**src/design/mdlt_pkg.sv**
```systemverilog
// Shared types and constants for the MAC deny-list table.
`default_nettype none
package mdlt_pkg;

  localparam int ENTRIES = 16;
  localparam int IDX_W   = (ENTRIES > 1) ? $clog2(ENTRIES) : 1;
  localparam int CNT_W   = $clog2(ENTRIES + 1);
  localparam int MAC_W   = 48;
  localparam int ECNT_W  = 5;

  typedef enum logic [1:0] {
    OP_CHECK  = 2'd0,
    OP_ADD    = 2'd1,
    OP_DELETE = 2'd2,
    OP_CLEAR  = 2'd3
  } opcode_t;

  typedef enum logic [1:0] {
    ST_OK        = 2'd0,
    ST_PRESENT   = 2'd1,
    ST_NOT_FOUND = 2'd2,
    ST_FULL      = 2'd3
  } status_t;

  typedef struct packed {
    opcode_t           opcode;
    logic [MAC_W-1:0]  station_mac;
  } req_item_t;

  typedef struct packed {
    logic              denied;
    status_t           status;
    logic [ECNT_W-1:0] entry_count;
  } rsp_item_t;

endpackage
`default_nettype wire

```
**src/design/mac_deny_list_table.sv**
```systemverilog
// Top level of the MAC deny-list table: operation sequencer around the address RAM.
//
// Each item is one operation (check, add, delete, clear) on a 48-bit station
// address and yields exactly one result item with the denied flag, a status
// code and the entry count after the operation. An item is not accepted until
// the previous one has been written back: the addresses sit in a RAM with one
// read port, so the lookup walks every slot through the registered read port,
// finding both the matching entry and the lowest free slot on the way, then
// writes back and issues the result in S_FINISH, which waits while an earlier
// result is still stalled on the output. A new item is taken the cycle after
// the previous one has been written back; the result register lets that happen
// while the previous result still waits on the output. Valid marks are
// flip-flops cleared at reset, so no clearing pass is needed after reset.
`default_nettype none
module mac_deny_list_table (
  input  wire logic               clk,
  input  wire logic               rst,
  input  wire mdlt_pkg::req_item_t req,
  input  wire logic               req_valid,
  output logic                    req_stall,
  output mdlt_pkg::rsp_item_t     rsp,
  output logic                    rsp_valid,
  input  wire logic               rsp_stall
);

  typedef enum logic [1:0] {
    S_IDLE,
    S_SCAN,
    S_FINISH
  } state_t;

  state_t                          state;
  mdlt_pkg::opcode_t               op;
  logic [mdlt_pkg::MAC_W-1:0]      mac;
  logic [mdlt_pkg::CNT_W-1:0]      rd_cnt;
  logic                            cmp_vld;
  logic [mdlt_pkg::IDX_W-1:0]      cmp_idx;
  logic                            hit_found;
  logic [mdlt_pkg::IDX_W-1:0]      hit_idx;
  logic                            free_found;
  logic [mdlt_pkg::IDX_W-1:0]      free_idx;
  logic [mdlt_pkg::ENTRIES-1:0]    valid;
  logic [mdlt_pkg::CNT_W-1:0]      count;

  logic                            rd_en;
  logic [mdlt_pkg::IDX_W-1:0]      rd_addr;
  logic [mdlt_pkg::MAC_W-1:0]      rd_data;
  logic                            wr_en;
  logic                            finish_go;
  logic                            cmp_hit;
  logic                            cmp_free;
  logic                            cmp_last;

  logic [mdlt_pkg::CNT_W-1:0]      count_next;
  logic [mdlt_pkg::ENTRIES-1:0]    valid_next;
  mdlt_pkg::status_t               status_next;
  logic [mdlt_pkg::CNT_W+mdlt_pkg::ECNT_W-1:0] count_ext;

  assign req_stall = (state != S_IDLE);
  assign rd_en     = (state == S_SCAN) && (rd_cnt < mdlt_pkg::CNT_W'(mdlt_pkg::ENTRIES));
  assign rd_addr   = rd_cnt[mdlt_pkg::IDX_W-1:0];
  assign finish_go = (state == S_FINISH) && !(rsp_valid && rsp_stall);
  assign wr_en     = finish_go && (op == mdlt_pkg::OP_ADD) && !hit_found && free_found;

  assign cmp_hit  = cmp_vld && valid[cmp_idx] && (rd_data == mac);
  assign cmp_free = cmp_vld && !valid[cmp_idx];
  assign cmp_last = cmp_vld && (cmp_idx == mdlt_pkg::IDX_W'(mdlt_pkg::ENTRIES - 1));

  mdlt_ram #(
    .WIDTH (mdlt_pkg::MAC_W),
    .DEPTH (mdlt_pkg::ENTRIES)
  ) u_addr_ram (
    .clk     (clk),
    .wr_en   (wr_en),
    .wr_addr (free_idx),
    .wr_data (mac),
    .rd_en   (rd_en),
    .rd_addr (rd_addr),
    .rd_data (rd_data)
  );

  // Work out the table update and status from the scan results.
  always_comb begin
    count_next  = count;
    valid_next  = valid;
    status_next = mdlt_pkg::ST_OK;
    case (op)
      mdlt_pkg::OP_CHECK: begin
        status_next = hit_found ? mdlt_pkg::ST_OK : mdlt_pkg::ST_NOT_FOUND;
      end
      mdlt_pkg::OP_ADD: begin
        if (hit_found) begin
          status_next = mdlt_pkg::ST_PRESENT;
        end else if (!free_found) begin
          status_next = mdlt_pkg::ST_FULL;
        end else begin
          valid_next[free_idx] = 1'b1;
          count_next           = count + mdlt_pkg::CNT_W'(1);
        end
      end
      mdlt_pkg::OP_DELETE: begin
        if (hit_found) begin
          valid_next[hit_idx] = 1'b0;
          if (count != '0) begin
            count_next = count - mdlt_pkg::CNT_W'(1);
          end
        end else begin
          status_next = mdlt_pkg::ST_NOT_FOUND;
        end
      end
      default: begin
        valid_next = '0;
        count_next = '0;
      end
    endcase
    count_ext = (mdlt_pkg::CNT_W + mdlt_pkg::ECNT_W)'(count_next);
  end

  always_ff @(posedge clk) begin
    if (rst) begin
      state      <= S_IDLE;
      rsp_valid  <= 1'b0;
      valid      <= '0;
      count      <= '0;
      rd_cnt     <= '0;
      cmp_vld    <= 1'b0;
      hit_found  <= 1'b0;
      free_found <= 1'b0;
    end else begin
      if (finish_go) begin
        rsp_valid <= 1'b1;
      end else if (rsp_valid && !rsp_stall) begin
        rsp_valid <= 1'b0;
      end
      case (state)
        S_IDLE: begin
          if (req_valid) begin
            op         <= req.opcode;
            mac        <= req.station_mac;
            rd_cnt     <= '0;
            cmp_vld    <= 1'b0;
            hit_found  <= 1'b0;
            free_found <= 1'b0;
            state      <= S_SCAN;
          end
        end
        S_SCAN: begin
          if (rd_en) begin
            rd_cnt <= rd_cnt + mdlt_pkg::CNT_W'(1);
          end
          cmp_vld <= rd_en;
          cmp_idx <= rd_addr;
          // Keep the first match and the lowest free slot.
          if (cmp_hit && !hit_found) begin
            hit_found <= 1'b1;
            hit_idx   <= cmp_idx;
          end
          if (cmp_free && !free_found) begin
            free_found <= 1'b1;
            free_idx   <= cmp_idx;
          end
          if (cmp_last) begin
            state <= S_FINISH;
          end
        end
        S_FINISH: begin
          if (finish_go) begin
            valid           <= valid_next;
            count           <= count_next;
            rsp.denied      <= hit_found;
            rsp.status      <= status_next;
            rsp.entry_count <= count_ext[mdlt_pkg::ECNT_W-1:0];
            state           <= S_IDLE;
          end
        end
        default: begin
          state <= S_IDLE;
        end
      endcase
    end
  end

endmodule
`default_nettype wire

```
**src/design/mdlt_ram.sv**
```systemverilog
// Generic single-port-write, single-port-read RAM with registered read data.
`default_nettype none
module mdlt_ram #(
  parameter int WIDTH = 48,
  parameter int DEPTH = 16
) (
  input  wire logic                                        clk,
  input  wire logic                                        wr_en,
  input  wire logic [((DEPTH > 1) ? $clog2(DEPTH) : 1)-1:0] wr_addr,
  input  wire logic [WIDTH-1:0]                            wr_data,
  input  wire logic                                        rd_en,
  input  wire logic [((DEPTH > 1) ? $clog2(DEPTH) : 1)-1:0] rd_addr,
  output logic      [WIDTH-1:0]                            rd_data
);

  logic [WIDTH-1:0] mem [DEPTH];

  always_ff @(posedge clk) begin
    if (wr_en) begin
      mem[wr_addr] <= wr_data;
    end
    if (rd_en) begin
      rd_data <= mem[rd_addr];
    end
  end

endmodule
`default_nettype wire

```
**config.mk**
```make
export PLATFORM = sky130hd
export DESIGN_NAME = mac_deny_list_table
export DESIGN_NICKNAME = d
export VERILOG_FILES = /design/src/design/mdlt_pkg.sv /design/src/design/mac_deny_list_table.sv /design/src/design/mdlt_ram.sv
export SDC_FILE = /design/constraint.sdc
export NUM_CORES = 1
export LEC_CHECK = 0
export ABC_AREA = 1
export BUFFER_PORTS_ARGS = -buffer_cell sky130_fd_sc_hd__buf_2
export CORE_UTILIZATION = 42
export CTS_CLUSTER_DIAMETER = 150
export CTS_CLUSTER_SIZE = 24
export DETAILED_ROUTE_END_ITERATION = 8
export PLACE_DENSITY = 0.61
export REMOVE_ABC_BUFFERS = 1
export SKIP_LAST_GASP = 1
export SYNTH_ARGS = -nofsm -noshare
export SYNTH_HDL_FRONTEND = slang
export SYNTH_HIERARCHICAL = 1
export SYNTH_SLANG_ARGS = --single-unit
```
**constraint.sdc**
```tcl
create_clock -name clk -period 3.74 [get_ports clk]
set_input_delay 0.374 -clock clk [delete_from_list [all_inputs] [get_ports clk]]
set_output_delay 0.374 -clock clk [all_outputs]
set_load 0.01 [all_outputs]
```
# Word-level counts from Yosys, hierarchy flattened
# Memory sizes are Yosys's and may differ from the RTL's. A register that Yosys moved wholly into a read port is not among the register bits.
# Index checks and enable logic that the tools add are counted.
# op_classes
n_addsub,3
n_mul,0
n_div,0
n_lt_le_gt_ge,6
eq_ne,15
shift,0
mux,36
n_bitwise,5
n_reduce_logical,39
# op_table
cell,n
$eq A48 B48 Y1,1
$mux W16,3
$pmux W16 S3,1
$mux W5,6
$reduce_and A3 Y1,8
$and A16 B16 Y16,1
$not A16 Y16,1
$or A16 B16 Y16,1
$logic_and A1 B1 Y1,15
$lt A4 B5 Y1 const B,3
$pmux W5 S3,1
$ne A2 B2 Y1 const B,7
$mux W2,6
$add A5 B1 Y5 const B,2
$mux W1,10
$pmux W5 S2,1
$demux W1 S4,2
$ge A4 B1 Y1 const B,2
$pmux W1 S2,3
$pmux W2 S3,1
$reduce_and A2 Y1,3
$reduce_and A6 Y1,1
$reduce_bool A2 Y1,3
$logic_not A1 Y1,5
other kinds (12),17
# totals
register_bits,102
latchBits,0
ram_bits,768
rom_bits,0
input_bits,54
out_inout_bits,10
wordCells,121
memories,1
# memory_table
name,words,word_bits,read_ports,rd_clocked_by_memory_dff,write_ports,line_no,rtl
u_addr_ram.mem,16,48,1,1,1,mdlt_ram.sv:16,logic [WIDTH-1:0] mem [DEPTH];

# Depth between registers and ports, before layout
# Gate-level depths: netlist of run 1.
# depth
depth_word,8
mapped_depth,10
ltp_nobuf,10

# Cells and area by module
# Netlist of run 1, hierarchy kept.
# modules_own_cells
mod,instances,cells_each,area_per_inst_um2,seq_area_each_um2
mdlt_ram,1,3167,34304.2,24503.5
mac_deny_list_table,1,674,5335.1,2742.6

# Worst setup path before layout of run 1
# OpenSTA, ideal clock, no wires.
# synth_timing
path_kind,reg2reg
startpoint,register op[1]
endpoint,memory u_addr_ram.mem[11][0] (enable)
setup_time_ns,0.454
t_arrival_ns,3.344
required_time_ns,3.286
path_slack_ns,-0.058
stages_incl_launch_ff,10
synth_period_minus_slack_ns,3.798
cell_sequence,edfxtp_1 -> inv_1 -> ha_1 -> buf_4 -> inv_2 -> nor2_1 -> inv_1 -> nor2_1 -> nand3_1 -> nor2_1
# synth_between
elab_chain_len,6
# synth_rtl
item,line_no,rtl
start: declaration,mac_deny_list_table.sv:33,mdlt_pkg::opcode_t op;
start signal: assignment,mac_deny_list_table.sv:138,op <= req.opcode;
$eq A2 B1 Y1,mac_deny_list_table.sv:63,assign wr_en = finish_go && (op == mdlt_pkg::OP_ADD) && !hit_found && free_found;
$logic_and A1 B1 Y1 (3 in series),mac_deny_list_table.sv:63,
via wr_en,mac_deny_list_table.sv:48,logic wr_en;
$mux W1,mdlt_ram.sv:19,if (wr_en) begin
$mux W1 (implied by the code),mdlt_ram.sv:20,mem[wr_addr] <= wr_data;
end: declaration,mdlt_ram.sv:16,
# The timed path passes the listed nets, and every way through them passes these cells.

# Worst setup path after layout of run 1
# layout_timing
startpoint,register op[1]
endpoint,memory u_addr_ram.mem[14][3] (enable)
# Same word-level chain as after synthesis.

==> out/results.tsv, run 1 <==
metric	value	unit
outcome	finished clean	
PostCTS Resize Cnt	0	
Setup Skew	0.0200	ns
# nets final	3966	
endpoints failing setup	0	
cell-internal power	14.1	mW
clock transition at the registers of the reported paths	0.10	ns
Initial Util	42.4	%
Data arrival, critical path	3.09	ns
Hold Path Sink	valid[15]	
most area-hungry cell type in the Yosys netlist	edfxtp_1	
Comb pwr share	9.5	%
first-pass GRT wire length	143000	µm
Top Ports	64	
DP Wirelength	52900	µm
reg2reg end	u_addr_ram/mem[14][3]	
r2r worst-path depth	9	
Seq/Total Area, Yosys	68.7	%
final hold slack	0.0766	ns
flop and latch count out of synthesis	918	
Die Wd	309	µm
final instance area	43200	µm²
total power	18.7	mW
relative slew slack	21.8	%
Max Slew Vio Count	0	
clk root buf	clkbuf_16	
fin crit period	2.83	ns
fmax	354	MHz
vias per inst	4.93	
clock sinks	918	
storage element area	27300	µm²
placed cell areas	41500	µm²
measured slew at the worst slew-check pin	1.17	ns
Max FO, Critical Path	27	
Mapped Cells	3841	
Net Switching	4.55	mW
Final period util	75.6	%
layout cells sized above 1	5.96	%
Crit Path Class	flip-flop to flip-flop	
min-delay src	rst	
Fillers	8663	
GR Overflow Total	0	
Die Ht	309	µm
initial drt markers	2207	
DRC	0	
power per cell area	432	nW/µm²
Worst EP required	4.00	ns
CTS Hold Bufs	50	
total track usage	19.7	%
clock latency on the worst-skew pair	0.64	ns
Non-Filler Instances	5177	
leakage power	17.9	nW
reg-to-reg setup timing slack	0.91	ns
Cell variety after synth	37	
CP endpoint kind	flip-flop	
setup bufs post-CTS	0	
worst r2r src	op[1]	
DRT Pass-1 Iters	6	
RSZ-0062 raised after global routing	no	
die area	95600	µm²
GPL Wtd Cong	0.811	
Syn Std Cell Area	39600	µm²
Clock Path Buffers	3	
number of port buffers	63	
Num CTS Buffers	44	
total routed wirelength	94200	µm
Worst setup SP type	flip-flop	
vias in the first global route	24059	
clock network power share	28.9	%
Final ANT Viol Nets	0	
Util after Layout	46.2	%
Hold Violations, Final	0	
max_cap viols	0	
initial antenna violation count	1	
Worst Hold Class	input port to flip-flop	
Flop pwr share	61.6	%
cell row count	112	
Placed Cells	5063	
core outline area	93500	µm²
CP startpoint	op[1]	
area of the multi-input gates	8880	µm²
Avg Cell Area, Syn	10.3	µm²
CTS H-tree lvls	2	
Net Sw Frac	24.4	%
largest net degree at the start of global routing	189	
Synth top area share	67.1	%
Hold Path Depth	2	
ant diodes	0	
total of warnings raised by yosys	6	
CTS tree	yes	
synth top area cells	edfxtp_1, nand2_1, nand3_1	
via count	25526	
Worst VDD drop	0.336	mV
WL/cell	18.2	µm
P&R area growth vs syn	8.98	%
==> metrics by stage <==
step           TNS [ns]  setup slack (ns)
2_1_floorplan   -916.80             -8.78
3_3_place_gp          0             0.845
3_5_place_dp          0             0.871
4_1_cts               0             0.851
5_1_grt               0             0.718
6_report              0             0.914
==> logic make-up (layout without fill, tap and decap cells) <==
| family | after synthesis | count (layout) | synth area share [%] |
|---|---|---|---|
| buffers and inverters | 892 | 974 | 9.18 |
| xor gates and xnor gates | 7 | 7 | 0.155 |
| AOI/OAI and AO/OA | 104 | 104 | 1.43 |
| DFF | 918 | 918 | 68.7 |
| adders and majority gates | 7 | 7 | 0.221 |
| and+or+nand+nor | 1913 | 1913 | 20.3 |
==> cells in the final DEF (no fill, tap or decap), drive strengths merged <==
cell         instances
nand2             1199
edfxtp             886
inv                716
nand3              604
buf                144
nor2                86
clkbuf              60
dlygate4sd3         50
a21oi               47
o21ai               43
dfxtp               32
nand4               20
ha                   7
o22ai                5
xnor2                5
clkinv               4
o211ai               3
nor3                 3
xor2                 2
a22oi                1
a211oi               1
o21bai               1
nor3b                1
o211a                1
o31ai                1
o32ai                1
==> how the worst max path moves through the flow <==
stage                                  end  slack (ns)  cells past startpoint
detailed placement   u_addr_ram/mem[14][1]        0.87                      9
floorplan           u_addr_ram/rd_data[10]       -8.78                      7
CTS                  u_addr_ram/mem[14][9]        0.85                      9
global placement    u_addr_ram/mem[14][40]        0.84                      9
finish               u_addr_ram/mem[14][3]        0.91                      9
global route         u_addr_ram/mem[3][10]        0.72                      9
==> power by group through the flow <==
stage / Sequential, mW / Clock [mW] / Combinational (mW)
6_report: 11.5 / 5.39 / 1.78
5_1_grt: 11.5 / 5.86 / 2.00
2_1_floorplan: 11.8 / 0 / 1.18
3_5_place_dp: 11.7 / 0 / 1.75
4_1_cts: 11.5 / 5.54 / 1.79
3_3_place_gp: 11.7 / 0 / 1.73
==> worst max-delay path, stage by stage, from the launching register on <==
cell	delay, ns
edfxtp_1	0.43
inv_1	0.10
ha_1	0.18
inv_2	0.08
nor2_1	0.14
inv_1	0.08
nor2_1	0.36
nand3_1	0.40
nor2_4	0.19
buf_4	0.49
==> registers in the layout (all words and copies together) (netlist names) <==
| register | count |
|---|---|
| hit_idx | 4 |
| rd_cnt | 5 |
| valid | 16 |
| u_addr_ram/mem | 768 |
| rsp | 8 |
| count | 5 |
| rsp_valid | 1 |
| state | 2 |
| hit_found | 1 |
| free_idx | 4 |
| cmp_idx | 4 |
| mac | 48 |
| cmp_vld | 1 |
| free_found | 1 |
| op | 2 |
| u_addr_ram/rd_data | 48 |
==> final cells by class <==
cell class / count / area share, %
Sequential cell: 918 / 63.1
Multi-Input combinational cell: 2031 / 20.6
Inverter: 716 / 6.27
Tap cell: 1254 / 3.63
Timing Repair Buffer: 194 / 3.59
Clock buffer: 60 / 2.69
Clock inverter: 4 / 0.159
==> Yosys cell counts, drive strengths merged <==
cell type and number:
a211oi 1, a21oi 47, a22oi 1, buf 148, clkbuf 28, dfxtp 32, edfxtp 886, ha 7
inv 716, nand2 1199, nand3 604, nand4 20, nor2 86, nor3 3, nor3b 1, o211a 1
o211ai 3, o21ai 43, o21bai 1, o22ai 5, o31ai 1, o32ai 1, xnor2 5, xor2 2
==> routing by layer <==
metal | wire (µm) | share of wire [%] | global-route usage (%) | vias to the layer above
li1 | - | - | - | 12488
met1 | 42100 | 45 | 27.6 | 12265
met2 | 45300 | 48 | 33.0 | 673
met3 | 4860 | 5.2 | 1.74 | 100
met4 | 1980 | 2.1 | 5.13 | 0
met5 | 0 | 0 | 0 | -
No activity file was read; power rests on OpenSTA's default activity.
==> run 2: changes to the inputs <==
==> constraint.sdc (replaced) <==
create_clock -name clk -period 2.3 [get_ports clk]
set_input_delay 0.23 -clock clk [delete_from_list [all_inputs] [get_ports clk]]
set_output_delay 0.23 -clock clk [all_outputs]
set_load 0.01 [all_outputs]
==> run 2 against run 1 <==
Sequential share of layout area is 2.1 points lower. Clock power is 63% higher. Die area stayed put. Clock-buffer cell count stayed put. Worst setup slack worse by 0.89 ns. Wire length is 11% higher. Global-route usage is 2.1 points higher. Critical path type unchanged. Combinational power is 84% higher. Via count is 3.3% higher.
==> out/results.tsv, run 2 (synthesis gave the netlist of run 1 again) <==
metric	value	unit	change
Worst setup SP type	flip-flop		
crit-path max cell delay	0.42	ns	-0.07 ns
dpl ws	-0.110	ns	-0.981 ns
max FFs per register	768		unchanged
Reg with most FFs	u_addr_ram/mem		
# nets final	4052		+2.2%
Max FO, Critical Path	7		-74%
Largest regs	u_addr_ram/mem x768, mac x48, u_addr_ram/rd_data x48		
CTS H-tree lvls	2		unchanged
via count	26364		+3.3%
GPL Wtd Cong	0.839		+3.5%
ant diodes	0		unchanged
area of the multi-input gates	8910	µm²	+0.25%
cell row count	112		unchanged
CP endpoint kind	flip-flop		
Met1 Wirelength	44800	µm	+6.5%
initial antenna violation count	1		unchanged
vias in the first global route	25098		+4.3%
storage element area	27300	µm²	unchanged
core outline area	93500	µm²	unchanged
largest net degree at the start of global routing	104		-45%
DRC	0		unchanged
first-pass GRT wire length	156000	µm	+8.9%
CTS tree	yes		
total power	30.6	mW	+64%
met3 WL	6420	µm	+32%
met2 wire len	49800	µm	+9.9%
leakage power	18.5	nW	+3.6%
crit-path cells	inv_2, ha_2, inv_2, nor2_4, inv_2, nor2_4, buf_6, nand3_1, buf_6, nor2_4, buf_12, bufbuf_16		
commonest cells after routing, fill and taps aside	nand2_1, edfxtp_1, inv_1		
Non-Filler Instances	5263		+1.7%
Setup WS post-layout	0.0269	ns	-0.887 ns
Final period util	98.8	%	+23 points
most common cell after layout, fill and taps aside	nand2_1		
Initial Util	42.4	%	unchanged
number of port buffers	63		unchanged
endpoints failing setup	0		unchanged
die area	95600	µm²	unchanged
Num CTS Buffers	44		unchanged
max_cap viols	0		unchanged
DP Wirelength	61800	µm	+17%
P&R area growth vs syn	12.7	%	
final hold slack	0.183	ns	+0.106 ns
DR top layer	met4		
RSZ-0062 raised after global routing	yes		
measured slew at the worst slew-check pin	0.690	ns	-0.483 ns
layout cells sized above 1	8.11	%	+2.1 points
Worst Hold Class	input port to flip-flop		
initial drt markers	2578		+17%
vias per inst	5.01		+1.6%
clock transition at the registers of the reported paths	0.10	ns	about the same
Clock Path Buffers	3		unchanged
DRT Pass-1 Iters	6		unchanged
Hold Violations, Final	0		unchanged
Die Wd	309	µm	unchanged
Max Slew Vio Count	0		unchanged
Top Ports	64		unchanged
clock latency on the worst-skew pair	0.63	ns	about the same
clock sinks	918		unchanged
relative slew slack	53.5	%	+32 points
outcome	finished clean		
Placed Cells	5135		+1.4%
Worst VDD drop	0.763	mV	+130%
total track usage	21.8	%	+2.1 points
GR Overflow Total	0		unchanged
fmax	440	MHz	+24%
Worst EP required	2.63	ns	-1.37 ns
Fillers	8451		-2.4%
Setup Skew	0.0264	ns	+0.00641 ns
Die Ht	309	µm	unchanged
Data arrival, critical path	2.60	ns	-0.49 ns
WL/cell	19.8	µm	+8.8%
fin crit period	2.27	ns	-0.553 ns
clk root buf	clkbuf_16		
total routed wirelength	104000	µm	+11%
power per cell area	686	nW/µm²	+59%
Crit Path Class	flip-flop to flip-flop		
slowest stage cell, crit path	edfxtp_1		
Final ANT Viol Nets	0		unchanged
## run 2: cell count changes in the layout (fill, tap and decap cells not counted), sizes merged
cell	change
dlygate4sd3	+2
buf	+79
clkbuf	+3
inv	+2
clkinv	-2
bufbuf	+2
## run 2: per-layer routing
| metal | global-route usage (%) | vias to the layer above |
|---|---|---|
| met5 | 0 | - |
| met4 | 6.72 | 0 |
| met3 | 2.64 | 145 |
| met2 | 35.9 | 813 |
| met1 | 30.3 | 12753 |
| li1 | - | 12653 |
## run 2: layout make-up
| type | count | share of cell area [%] |
|---|---|---|
| clock buffer | 60 | 2.60 |
| clock inverter | 4 | 0.146 |
| inverter | 716 | 6.06 |
| multi-input combinational | 2031 | 19.9 |
| sequential | 918 | 61.0 |
| tap | 1254 | 3.51 |
| timing repair buffer | 280 | 6.74 |
## run 2: critical path, delay by kind of cell (launching register included)
kind	cells	cell delay, ns
adder cells (fa/ha/maj)	1	0.18
buffers and inverters	7	0.94
flip-flops	1	0.42
AND/OR/NAND/NOR	4	0.43
## run 2: final timing paths
| check | from | endpoint | slack, ns | cells past startpoint |
|---|---|---|---|---|
| max | op[1] | u_addr_ram/mem[11][44] | 0.03 | 12 |
| min | req_valid | state[0] | 0.18 | 4 |
| max reg2reg | op[1] | u_addr_ram/mem[11][44] | 0.03 | 12 |
| min reg2reg | valid[7] | valid[7] | 0.46 | 2 |
## run 2: per-stage QoR
stage                     cell area (µm²)  setup TNS [ns]  utilization (%)
after floorplan                     38700        -2143.08                -
after global placement              42600          -82.96             45.6
after detailed placement            42600          -29.58             45.6
after CTS                           44500          -0.328             47.6
after global routing                44700           -1.92             47.8
final                               44700               0             47.8
## run 2: timing repair
action / 4_1_cts / 5_1_grt
resized for setup: 9 / 8
pin swaps: 2 / 2
hold buffers: 52 / 0
gates cloned: 3 / 5
buffers inserted: 3 / 2
endpoints found under the setup margin: 728 / 178
hold endpoints to repair: 57 / 0
## run 2: power breakdown
group | leakage [nW] | total, mW | internal [mW] | switching [mW]
Combinational | 9.71 | 3.28 | 1.04 | 2.24
Clock | 0.592 | 8.78 | 3.61 | 5.17
Sequential | 8.25 | 18.6 | 18.5 | 0.130
Total | 18.5 | 30.6 | 23.1 | 7.54
